## src/design/bpd_pkg.sv

```systemverilog
// ----------------------------------------------------------------------------
// bpd_pkg: shared constants, types and tables for the burst phase detector
// Angle units: 2^32 is one full turn. Sums are 40-bit saturating.
// ----------------------------------------------------------------------------
package bpd_pkg;

  localparam int unsigned SAMPLE_BITS_DEF     = 12;
  localparam int unsigned SINE_TABLE_BITS_DEF = 10;
  localparam int unsigned CORDIC_STEPS_DEF    = 16;

  localparam int unsigned PHASE_BITS     = 32;
  localparam int unsigned SUM_BITS       = 40;
  // vectoring datapath: negation of the most negative sum plus CORDIC growth
  localparam int unsigned VEC_BITS       = SUM_BITS + 3;
  localparam int unsigned ANGLE_BITS     = PHASE_BITS + 2;
  // rotation outputs stay below 1.65 * 16384 in magnitude
  localparam int unsigned ROT_BITS       = 18;
  localparam int unsigned UNIT_AMPLITUDE = 16384;
  localparam int unsigned ATAN_ENTRIES   = 24;
  localparam int unsigned ATAN_IDX_BITS  = $clog2(ATAN_ENTRIES);
  localparam int unsigned QUEUE_DEPTH    = 4;
  localparam int unsigned PHASE_OUT_BITS = 16;

  localparam logic [PHASE_BITS-1:0] PHASE_INC_RESET = 32'h4000_0000;
  localparam logic [PHASE_BITS-1:0] HALF_TURN       = 32'h8000_0000;
  localparam logic [PHASE_BITS-1:0] ROUND_HALF      = 32'h0000_8000;

  typedef enum logic [0:0] {
    MODE_ROTATE = 1'b0,
    MODE_VECTOR = 1'b1
  } bpd_mode_e;

  // what a queued item asks of the back end
  typedef struct packed {
    logic has_sample;
    logic last;
  } bpd_kind_t;

  typedef struct packed {
    logic      start;
    bpd_mode_e mode;
  } bpd_cordic_req_t;

  // atan(2^-i) in angle units
  function automatic logic [PHASE_BITS-1:0] atan_unit(input logic [ATAN_IDX_BITS-1:0] idx);
    logic [PHASE_BITS-1:0] a;
    unique case (idx)
      5'd0:    a = 32'd536870912;
      5'd1:    a = 32'd316933406;
      5'd2:    a = 32'd167458907;
      5'd3:    a = 32'd85004756;
      5'd4:    a = 32'd42667331;
      5'd5:    a = 32'd21354465;
      5'd6:    a = 32'd10679838;
      5'd7:    a = 32'd5340245;
      5'd8:    a = 32'd2670163;
      5'd9:    a = 32'd1335087;
      5'd10:   a = 32'd667544;
      5'd11:   a = 32'd333772;
      5'd12:   a = 32'd166886;
      5'd13:   a = 32'd83443;
      5'd14:   a = 32'd41722;
      5'd15:   a = 32'd20861;
      5'd16:   a = 32'd10430;
      5'd17:   a = 32'd5215;
      5'd18:   a = 32'd2608;
      5'd19:   a = 32'd1304;
      5'd20:   a = 32'd652;
      5'd21:   a = 32'd326;
      5'd22:   a = 32'd163;
      5'd23:   a = 32'd81;
      default: a = '0;
    endcase
    return a;
  endfunction

endpackage

```

## src/design/bpd_if.sv

```systemverilog
// ----------------------------------------------------------------------------
// bpd_if: valid/ready channels of the burst phase detector
// Input items, phase results and phase increment writes.
// ----------------------------------------------------------------------------
interface bpd_in_if import bpd_pkg::*; #(
  parameter int unsigned SAMPLE_BITS = SAMPLE_BITS_DEF
);
  logic                          valid;
  logic                          ready;
  logic signed [SAMPLE_BITS-1:0] sample;
  logic                          has_sample;
  logic                          last;

  modport source (output valid, sample, has_sample, last, input ready);
  modport sink   (input valid, sample, has_sample, last, output ready);
endinterface


```

## src/design/bpd_front.sv

```systemverilog
// ----------------------------------------------------------------------------
// bpd_front: input acceptance and item queue
// Drops items that carry neither a sample nor last; queues the rest.
// ----------------------------------------------------------------------------
module bpd_front import bpd_pkg::*; #(
  parameter int unsigned SAMPLE_BITS = SAMPLE_BITS_DEF
) (
  input  logic                          clk_i,
  input  logic                          rst_ni,
  bpd_in_if.sink                        in_i,
  output logic                          q_valid_o,
  output bpd_kind_t                     q_kind_o,
  output logic signed [SAMPLE_BITS-1:0] q_sample_o,
  input  logic                          q_pop_i
);

  localparam int unsigned PTR_BITS = $clog2(QUEUE_DEPTH);

  logic [PTR_BITS-1:0] wr_ptr_q, rd_ptr_q;
  logic [PTR_BITS:0]   count_q;
  bpd_kind_t           kind_q   [QUEUE_DEPTH];
  logic signed [SAMPLE_BITS-1:0] sample_q [QUEUE_DEPTH];
  logic                push, pop;

  assign in_i.ready = (count_q != (PTR_BITS+1)'(QUEUE_DEPTH));
  assign push       = in_i.valid && in_i.ready && (in_i.has_sample || in_i.last);
  assign pop        = q_pop_i && q_valid_o;

  assign q_valid_o  = (count_q != '0);
  assign q_kind_o   = kind_q[rd_ptr_q];
  assign q_sample_o = sample_q[rd_ptr_q];

  always_ff @(posedge clk_i or negedge rst_ni) begin
    if (!rst_ni) begin
      wr_ptr_q <= '0;
      rd_ptr_q <= '0;
      count_q  <= '0;
    end else begin
      if (push) wr_ptr_q <= wr_ptr_q + 1'b1;
      if (pop)  rd_ptr_q <= rd_ptr_q + 1'b1;
      if (push && !pop)      count_q <= count_q + 1'b1;
      else if (pop && !push) count_q <= count_q - 1'b1;
    end
  end

  always_ff @(posedge clk_i) begin
    if (push) begin
      kind_q[wr_ptr_q]   <= '{has_sample: in_i.has_sample, last: in_i.last};
      sample_q[wr_ptr_q] <= in_i.sample;
    end
  end

endmodule

```

## src/flat_wrapper.sv

```systemverilog
// flat-port wrapper written by rule: the top's interface ports become plain ports
module bpd_front_flat import bpd_pkg::*;
#(
  parameter int unsigned SAMPLE_BITS = SAMPLE_BITS_DEF
)
  (clk_i, rst_ni, q_valid_o, q_kind_o, q_sample_o, q_pop_i, in_i_valid, in_i_sample, in_i_has_sample, in_i_last, in_i_ready);
  bpd_in_if #(.SAMPLE_BITS(SAMPLE_BITS)) in_i_i ();
  input  logic clk_i;
  input  logic rst_ni;
  output logic q_valid_o;
  output bpd_kind_t q_kind_o;
  output logic signed [SAMPLE_BITS-1:0] q_sample_o;
  input  logic q_pop_i;
  input wire logic [$bits(in_i_i.valid)-1:0] in_i_valid;
  input wire logic [$bits(in_i_i.sample)-1:0] in_i_sample;
  input wire logic [$bits(in_i_i.has_sample)-1:0] in_i_has_sample;
  input wire logic [$bits(in_i_i.last)-1:0] in_i_last;
  output wire logic [$bits(in_i_i.ready)-1:0] in_i_ready;
  assign in_i_i.valid = in_i_valid;
  assign in_i_i.sample = in_i_sample;
  assign in_i_i.has_sample = in_i_has_sample;
  assign in_i_i.last = in_i_last;
  assign in_i_ready = in_i_i.ready;
  bpd_front #(.SAMPLE_BITS(SAMPLE_BITS)) u_core (.clk_i(clk_i), .rst_ni(rst_ni), .in_i(in_i_i), .q_valid_o(q_valid_o), .q_kind_o(q_kind_o), .q_sample_o(q_sample_o), .q_pop_i(q_pop_i));
endmodule
```

## config.mk

```make
export PLATFORM = sky130hd
export DESIGN_NAME = bpd_front_flat
export DESIGN_NICKNAME = d
export VERILOG_FILES = /design/src/design/bpd_pkg.sv /design/src/design/bpd_if.sv /design/src/design/bpd_front.sv /design/src/flat_wrapper.sv
export SDC_FILE = /design/constraint.sdc
export NUM_CORES = 1
export LEC_CHECK = 0
export BUFFER_PORTS_ARGS = -buffer_cell sky130_fd_sc_hd__buf_2
export CORE_ASPECT_RATIO = 0.6
export CORE_MARGIN = 1
export CORE_UTILIZATION = 41
export DETAILED_ROUTE_END_ITERATION = 6
export GPL_TIMING_DRIVEN = 0
export PLACE_DENSITY = 0.59
export SYNTH_ARGS = -nofsm -noshare
export SYNTH_HDL_FRONTEND = slang
export SYNTH_SLANG_ARGS = --single-unit
```

## constraint.sdc

```tcl
create_clock -name clk_i -period 2.2 [get_ports clk_i]
set_input_delay 0.44 -clock clk_i [delete_from_list [all_inputs] [get_ports clk_i]]
set_output_delay 0.44 -clock clk_i [all_outputs]
set_load 0.01 [all_outputs]
```

# --- Yosys cells after proc, flatten, opt, wreduce, memory -nomap -nowiden ---
# Memories as Yosys holds them, arrays and structs flattened.
# Cells that the tools add are included.
op_classes:
  addsub: 4
  multipliers: 0
  n_div: 0
  magnitude_cmp: 0
  n_eq_ne: 1
  shift: 0
  n_mux: 4
  n_bitwise: 0
  n_reduce_logical: 10
ops:
  columns: ["cell", "n"]
  rows:
  - ["2-to-1 mux 3 bit", 2]
  - ["logical AND 1 bit", 5]
  - ["adder 2 x 1 -> 2 bit (second input constant)", 2]
  - ["adder 3 x 1 -> 3 bit (second input constant)", 1]
  - ["!= test 3 bit (second input constant)", 1]
  - ["nonzero test 3 bit", 1]
  - ["subtractor 3 x 1 -> 3 bit (second input constant)", 1]
  - ["zero test 1 bit", 2]
  - ["2-to-1 mux 1 bit", 2]
  - ["nonzero test 2 bit", 1]
  - ["logical OR 1 bit", 1]
word_totals:
  regBits: 7
  latchBits: 0
  ram_bits: 56
  mem_bits_ro: 0
  inputBits: 18
  output_inout_bits: 16
  word_cells: 24
  memories: 2
memory_table:
  columns: ["name", "words", "word_bits", "rd", "rd_ports_with_merged_regs", "write_ports", "line_no", "text"]
  rows:
  - ["u_core.sample_q", 4, 12, 1, 0, 1, "bpd_front.sv:22", "logic signed [SAMPLE_BITS-1:0] sample_q [QUEUE_DEPTH];"]
  - ["u_core.kind_q", 4, 2, 1, 0, 1, "bpd_front.sv:21", "bpd_kind_t kind_q [QUEUE_DEPTH];"]

# --- Depth between registers and ports, before layout ---
depth:
  depth_word: 7
  depth_mapped: 8
  mapped_depth_nobuf: 8

# --- Worst setup path before layout ---
# Ideal clock, no wire load.
synth_timing:
  path_type: "flip-flop to flip-flop"
  startpoint: "reg u_core.count_q[0]"
  endpoint: "reg u_core.count_q[2]"
  setup_ns: 0.079
  arrival_time_ns: 1.957
  required_time_ns: 2.121
  slack_ns: 0.164
  path_stages_with_launch: 9
  n_path_buf: 0
  synth_period_minus_slack_ns: 2.036
  path_cell_list: "dfrtp_1 > or3_1 > nand2_1 > ha_1 > inv_1 > fa_1 > xor2_1 > nor2_1 > xor2_1"
synth_between:
  word_cells_on_any_way: 14
  classes_between: "add/sub (2); eq/ne (1); mux (2); reduce/logical (9)"
synth_rtl:
  columns: ["item", "line_no", "text"]
  rows:
  - ["start, declared", "bpd_front.sv:20", "logic [PTR_BITS:0] count_q;"]
  - ["start signal, assigned", "bpd_front.sv:41", "if (push && !pop) count_q <= count_q + 1'b1;"]
  - ["start signal, assigned", "bpd_front.sv:42", "else if (pop && !push) count_q <= count_q - 1'b1;"]
  - ["nonzero test 3 bit *", "bpd_front.sv:29", "assign q_valid_o = (count_q != '0);"]
  - ["named net q_valid_o", "flat_wrapper.sv:10", "output logic q_valid_o;"]
  - ["logical AND 1 bit *", "bpd_front.sv:27", "assign pop = q_pop_i && q_valid_o;"]
  - ["zero test 1 bit", "bpd_front.sv:41", null]
  - ["logical AND 1 bit", "bpd_front.sv:41", null]
  - ["2-to-1 mux 3 bit / nonzero test 2 bit (equally long branches)", null, null]
# Mark *: on every way through the listed nets, which the timed path passes. The rest lies on a longest branch. The select of a mux whose other input is x is not followed.
# A chain may end at the register's enable or synchronous reset.

# --- Final worst setup path ---
layout_timing:
  startpoint: "reg u_core.rd_ptr_q[0]"
  endpoint: "out q_sample_o[3]"
layout_between:
  elab_chain_cells: 1
layout_lines:
  columns: ["item", "line_no", "text"]
  rows:
  - ["start, declared", "bpd_front.sv:19", "logic [PTR_BITS-1:0] wr_ptr_q, rd_ptr_q;"]
  - ["start signal, assigned", "bpd_front.sv:40", "if (pop) rd_ptr_q <= rd_ptr_q + 1'b1;"]
  - ["memory read (4 x 12 bit)", null, null]
  - ["end, declared", "flat_wrapper.sv:12", "output logic signed [SAMPLE_BITS-1:0] q_sample_o;"]
# No other way between the ends.

==> run_results.csv <==
group,metric,value,unit
run_status,status,"completed",
clock_tree,cts_sinks,63,
route,firstDrtPassIters,4,
synth,yosys.cell_count.top_type,"edfxtp_1",
clock_tree,htree_levels,3,
placed_design,dp_hpwl,2.71,mm
synth,synth_fa_ha_area_share,3.34,%
placed_design,postPlaceCellArea,0.00274,sq mm
sta,hold_viol_final,0,
critical_path,crit_path_end_kind,"output port",
synth,synthTopCellsByArea,"edfxtp_1, mux4_2, dfrtp_1",
power_and_ir_drop,ir_worst_vdd,502,uV
die,initial_utilization,43.4,%
route,avgRoutedWirePerCell,17.4,microns
synth,async_flop_share,11.1,%
die,rows,21,
route,drt_iter0_drc,57,
clock_tree,clk_latency,0.33,ns
synth,synth-seq-area-share,75.1,%
critical_path,reg2reg_to,"u_core.count_q[2]",
placed_design,port_buffers,33,
route,vias,1156,
synth,ys_seq_elements,63,
layout,area_delta_synth_final,17.9,%
job,max_cap_violations,0,
synth,syn_area,0.00247,sq mm
clock_tree,path_clk_slew,0.06,ns
layout,nets,178,
critical_path,cp-start-kind,"flip-flop",
power_and_ir_drop,p_per_area,1240,mW/mm^2
route,drt-total-wl,4.15,mm
clock_tree,cts_tree,"built",
synth,post-synth-top-area-fraction,68.0,%
synth,synth-simple-area-share,2.07,%
sta,period_needed,2.09,ns
min_path,holdCritPathClass,"in2reg",
critical_path,slowest_delay,0.51,ns
synth,synth-xor-area-share,2.13,%
sta,setup_viol,0,
synth,synth_area_leader_cell,"edfxtp_1",
global_routing,overflow,0,
synth,syn_inst,109,
die,dieHeight,62.2,microns
critical_path,path_cells,"buf_6 > buf_12 > mux4_2 > buf_2",
global_routing,grt_usage,15.1,%
synth,synthFlopType,"edfxtp_1",
layout,stdcell_count,239,
clock_tree,clock_path_buffers,2,
critical_path,r2r-start,"u_core.count_q[0]",
power_and_ir_drop,leakage,1.04,nW
critical_path,critPathRequiredTime,1.76,ns
min_path,min-delay-start,"in_i_sample[3]",
route,ant_nets,0,
synth,synthTopCellsByCount,"edfxtp_1, mux4_2, dfrtp_1, mux4_1, ha_1",
min_path,hold_depth,1,
die,ioPinCount,34,
synth,synth_top_family_by_area,"multiplexers",
synth,synth_cell_types,20,
synth,ys_warn_count,0,
sta,min_period_over_period,94.8,%
route,drc,0,
placed_design,gp_congestion,0.763,
clock_tree,cts_buffers,9,
synth,synth_edf_count,56,
critical_path,worstPathMaxFanout,10,
die,die-width,102,microns
critical_path,cpMaxStageDelayCell,"mux4_2",
die,core_area,0.00570,sq mm
layout,fin_area,0.00292,sq mm
critical_path,crit_type,"reg2out",
die,dieArea,0.00635,sq mm
layout,num_antenna_cells,0,
synth,syn_nets,133,
sta,slew_violations,0,
sta,fmax,480,MHz
sta,worstMarginPinSlew,0.807,ns
global_routing,antenna_found_initial,0,
global_routing,grt_pass1_wl,6.59,mm
global_routing,grt_pass1_vias,1269,
min_path,min_to,"u_core.sample_q[1][3]",
layout,drive_gt1_share,38.4,%
sta,maxSlewHeadroom,46.2,%
critical_path,rr_worst_depth,8,
clock_tree,clockRootBuffer,"clkbuf_8",
synth,synth_compound_area_share,0.860,%
sta,finalClockSkew,0.00722,ns
critical_path,r2r_setup_slack,0.13,ns
placed_design,dp.cells,222,
sta,rsz0062_at_grt,"true",
route,drt-vias-per-instance,4.84,
power_and_ir_drop,finalPower,3.61,mW
critical_path,cp_data_arrival_time,1.65,ns
synth,avgSynthCellArea,22.7,sq um
synth,muxShareOfSynthArea,14.6,%
global_routing,grt_max_degree,15,
cell usage in the layout, fill, tap and decap left out:
master	instances
fa_1	1
buf_6	1
o21ai_0	1
xnor2_1	4
nor2_1	2
xor2_1	2
ha_2	1
buf_2	33
clkinvlp_4	1
mux4_2	8
nand2_2	1
dfrtp_2	1
clkbuf_4	1
buf_12	1
mux4_1	6
clkbuf_8	9
or3_4	1
a21oi_4	1
edfxtp_1	56
ha_1	4
dlygate4sd3_1	1
mux2_2	2
and2_1	4
dfrtp_1	6
clkinv_1	6
nand3_1	1
inv_1	3
nand2_1	1
flip-flops by register name (all words and copies together), names as in the netlist:
name,count
u_core.count_q,3
u_core.kind_q,8
u_core.rd_ptr_q,2
u_core.sample_q,48
u_core.wr_ptr_q,2
cell type report:
| cell class | instances | area (sq um) |
|---|---|---|
| multi-input combinational | 40 | 578 |
| sequential | 63 | 1860 |
| fill | 470 | 2790 |
| clock buffer | 9 | 124 |
| buffer | 3 | 38.8 |
| tap | 80 | 100 |
| timing repair buffer | 34 | 175 |
| clock inverter | 7 | 30.0 |
| inverter | 3 | 11.3 |
per-layer routing:
layer	GRT usage (%)	up-vias	wire (microns)
met1	18.5	583	1860
li1	-	534	-
met5	0	-	0
met2	23.7	33	2010
met3	5.52	6	220
met4	6.96	0	59
how the worst max path moves through the flow:
stage,endpoint,depth (start not counted),startpoint,slack (ns)
2_1_floorplan,u_core.count_q[2],8,u_core.count_q[0],0.16
3_3_place_gp,u_core.count_q[2],8,u_core.count_q[0],0.15
3_5_place_dp,u_core.count_q[2],9,in_i_last,0.06
4_1_cts,q_kind_o[0],3,u_core.rd_ptr_q[1],0.03
5_1_grt,u_core.count_q[2],8,u_core.count_q[0],-0.0009
6_report,q_sample_o[3],4,u_core.rd_ptr_q[0],0.11
cell families (layout without fill, tap and decap cells):
group                      after synthesis  after routing
xor gates and xnor gates                 6              6
AOI/OAI and AO/OA                        2              2
muxes                                   16             16
adders and majority gates                6              6
and+or+nand+nor                         10             10
buffers and inverters                    6             56
DFF                                     63             63
through the flow:
step	setup slack [ns]	hold WS (ns)	utilization, %	setup TNS (ns)
2_1_floorplan	0.164	0.144	-	0
3_3_place_gp	0.151	0.286	48.0	0
3_5_place_dp	0.0607	0.294	48.0	0
4_1_cts	0.0267	0.317	50.9	0
5_1_grt	-0.000875	0.327	51.1	-0.000875
6_report	0.115	0.331	51.1	0
worst max-delay path: cells and delay by family (launching register included):
kind	cells	cell delay, ns
muxes	1	0.51
buffers and inverters	3	0.47
DFF	1	0.34
report_power, final:
part | total, mW | switching [mW] | internal (mW)
logic | 1.15 | 0.572 | 0.578
registers | 1.67 | 0.113 | 1.56
clock network | 0.790 | 0.405 | 0.385
what timing repair did:
action / CTS / global route
hold buffers: 1 / 0
setup endpoints to repair: 0 / 3
endpoints found under the hold margin: 7 / 0
resized for setup: 0 / 5
setup buffers: 0 / 0
Power figures use the tool's default switching activity.
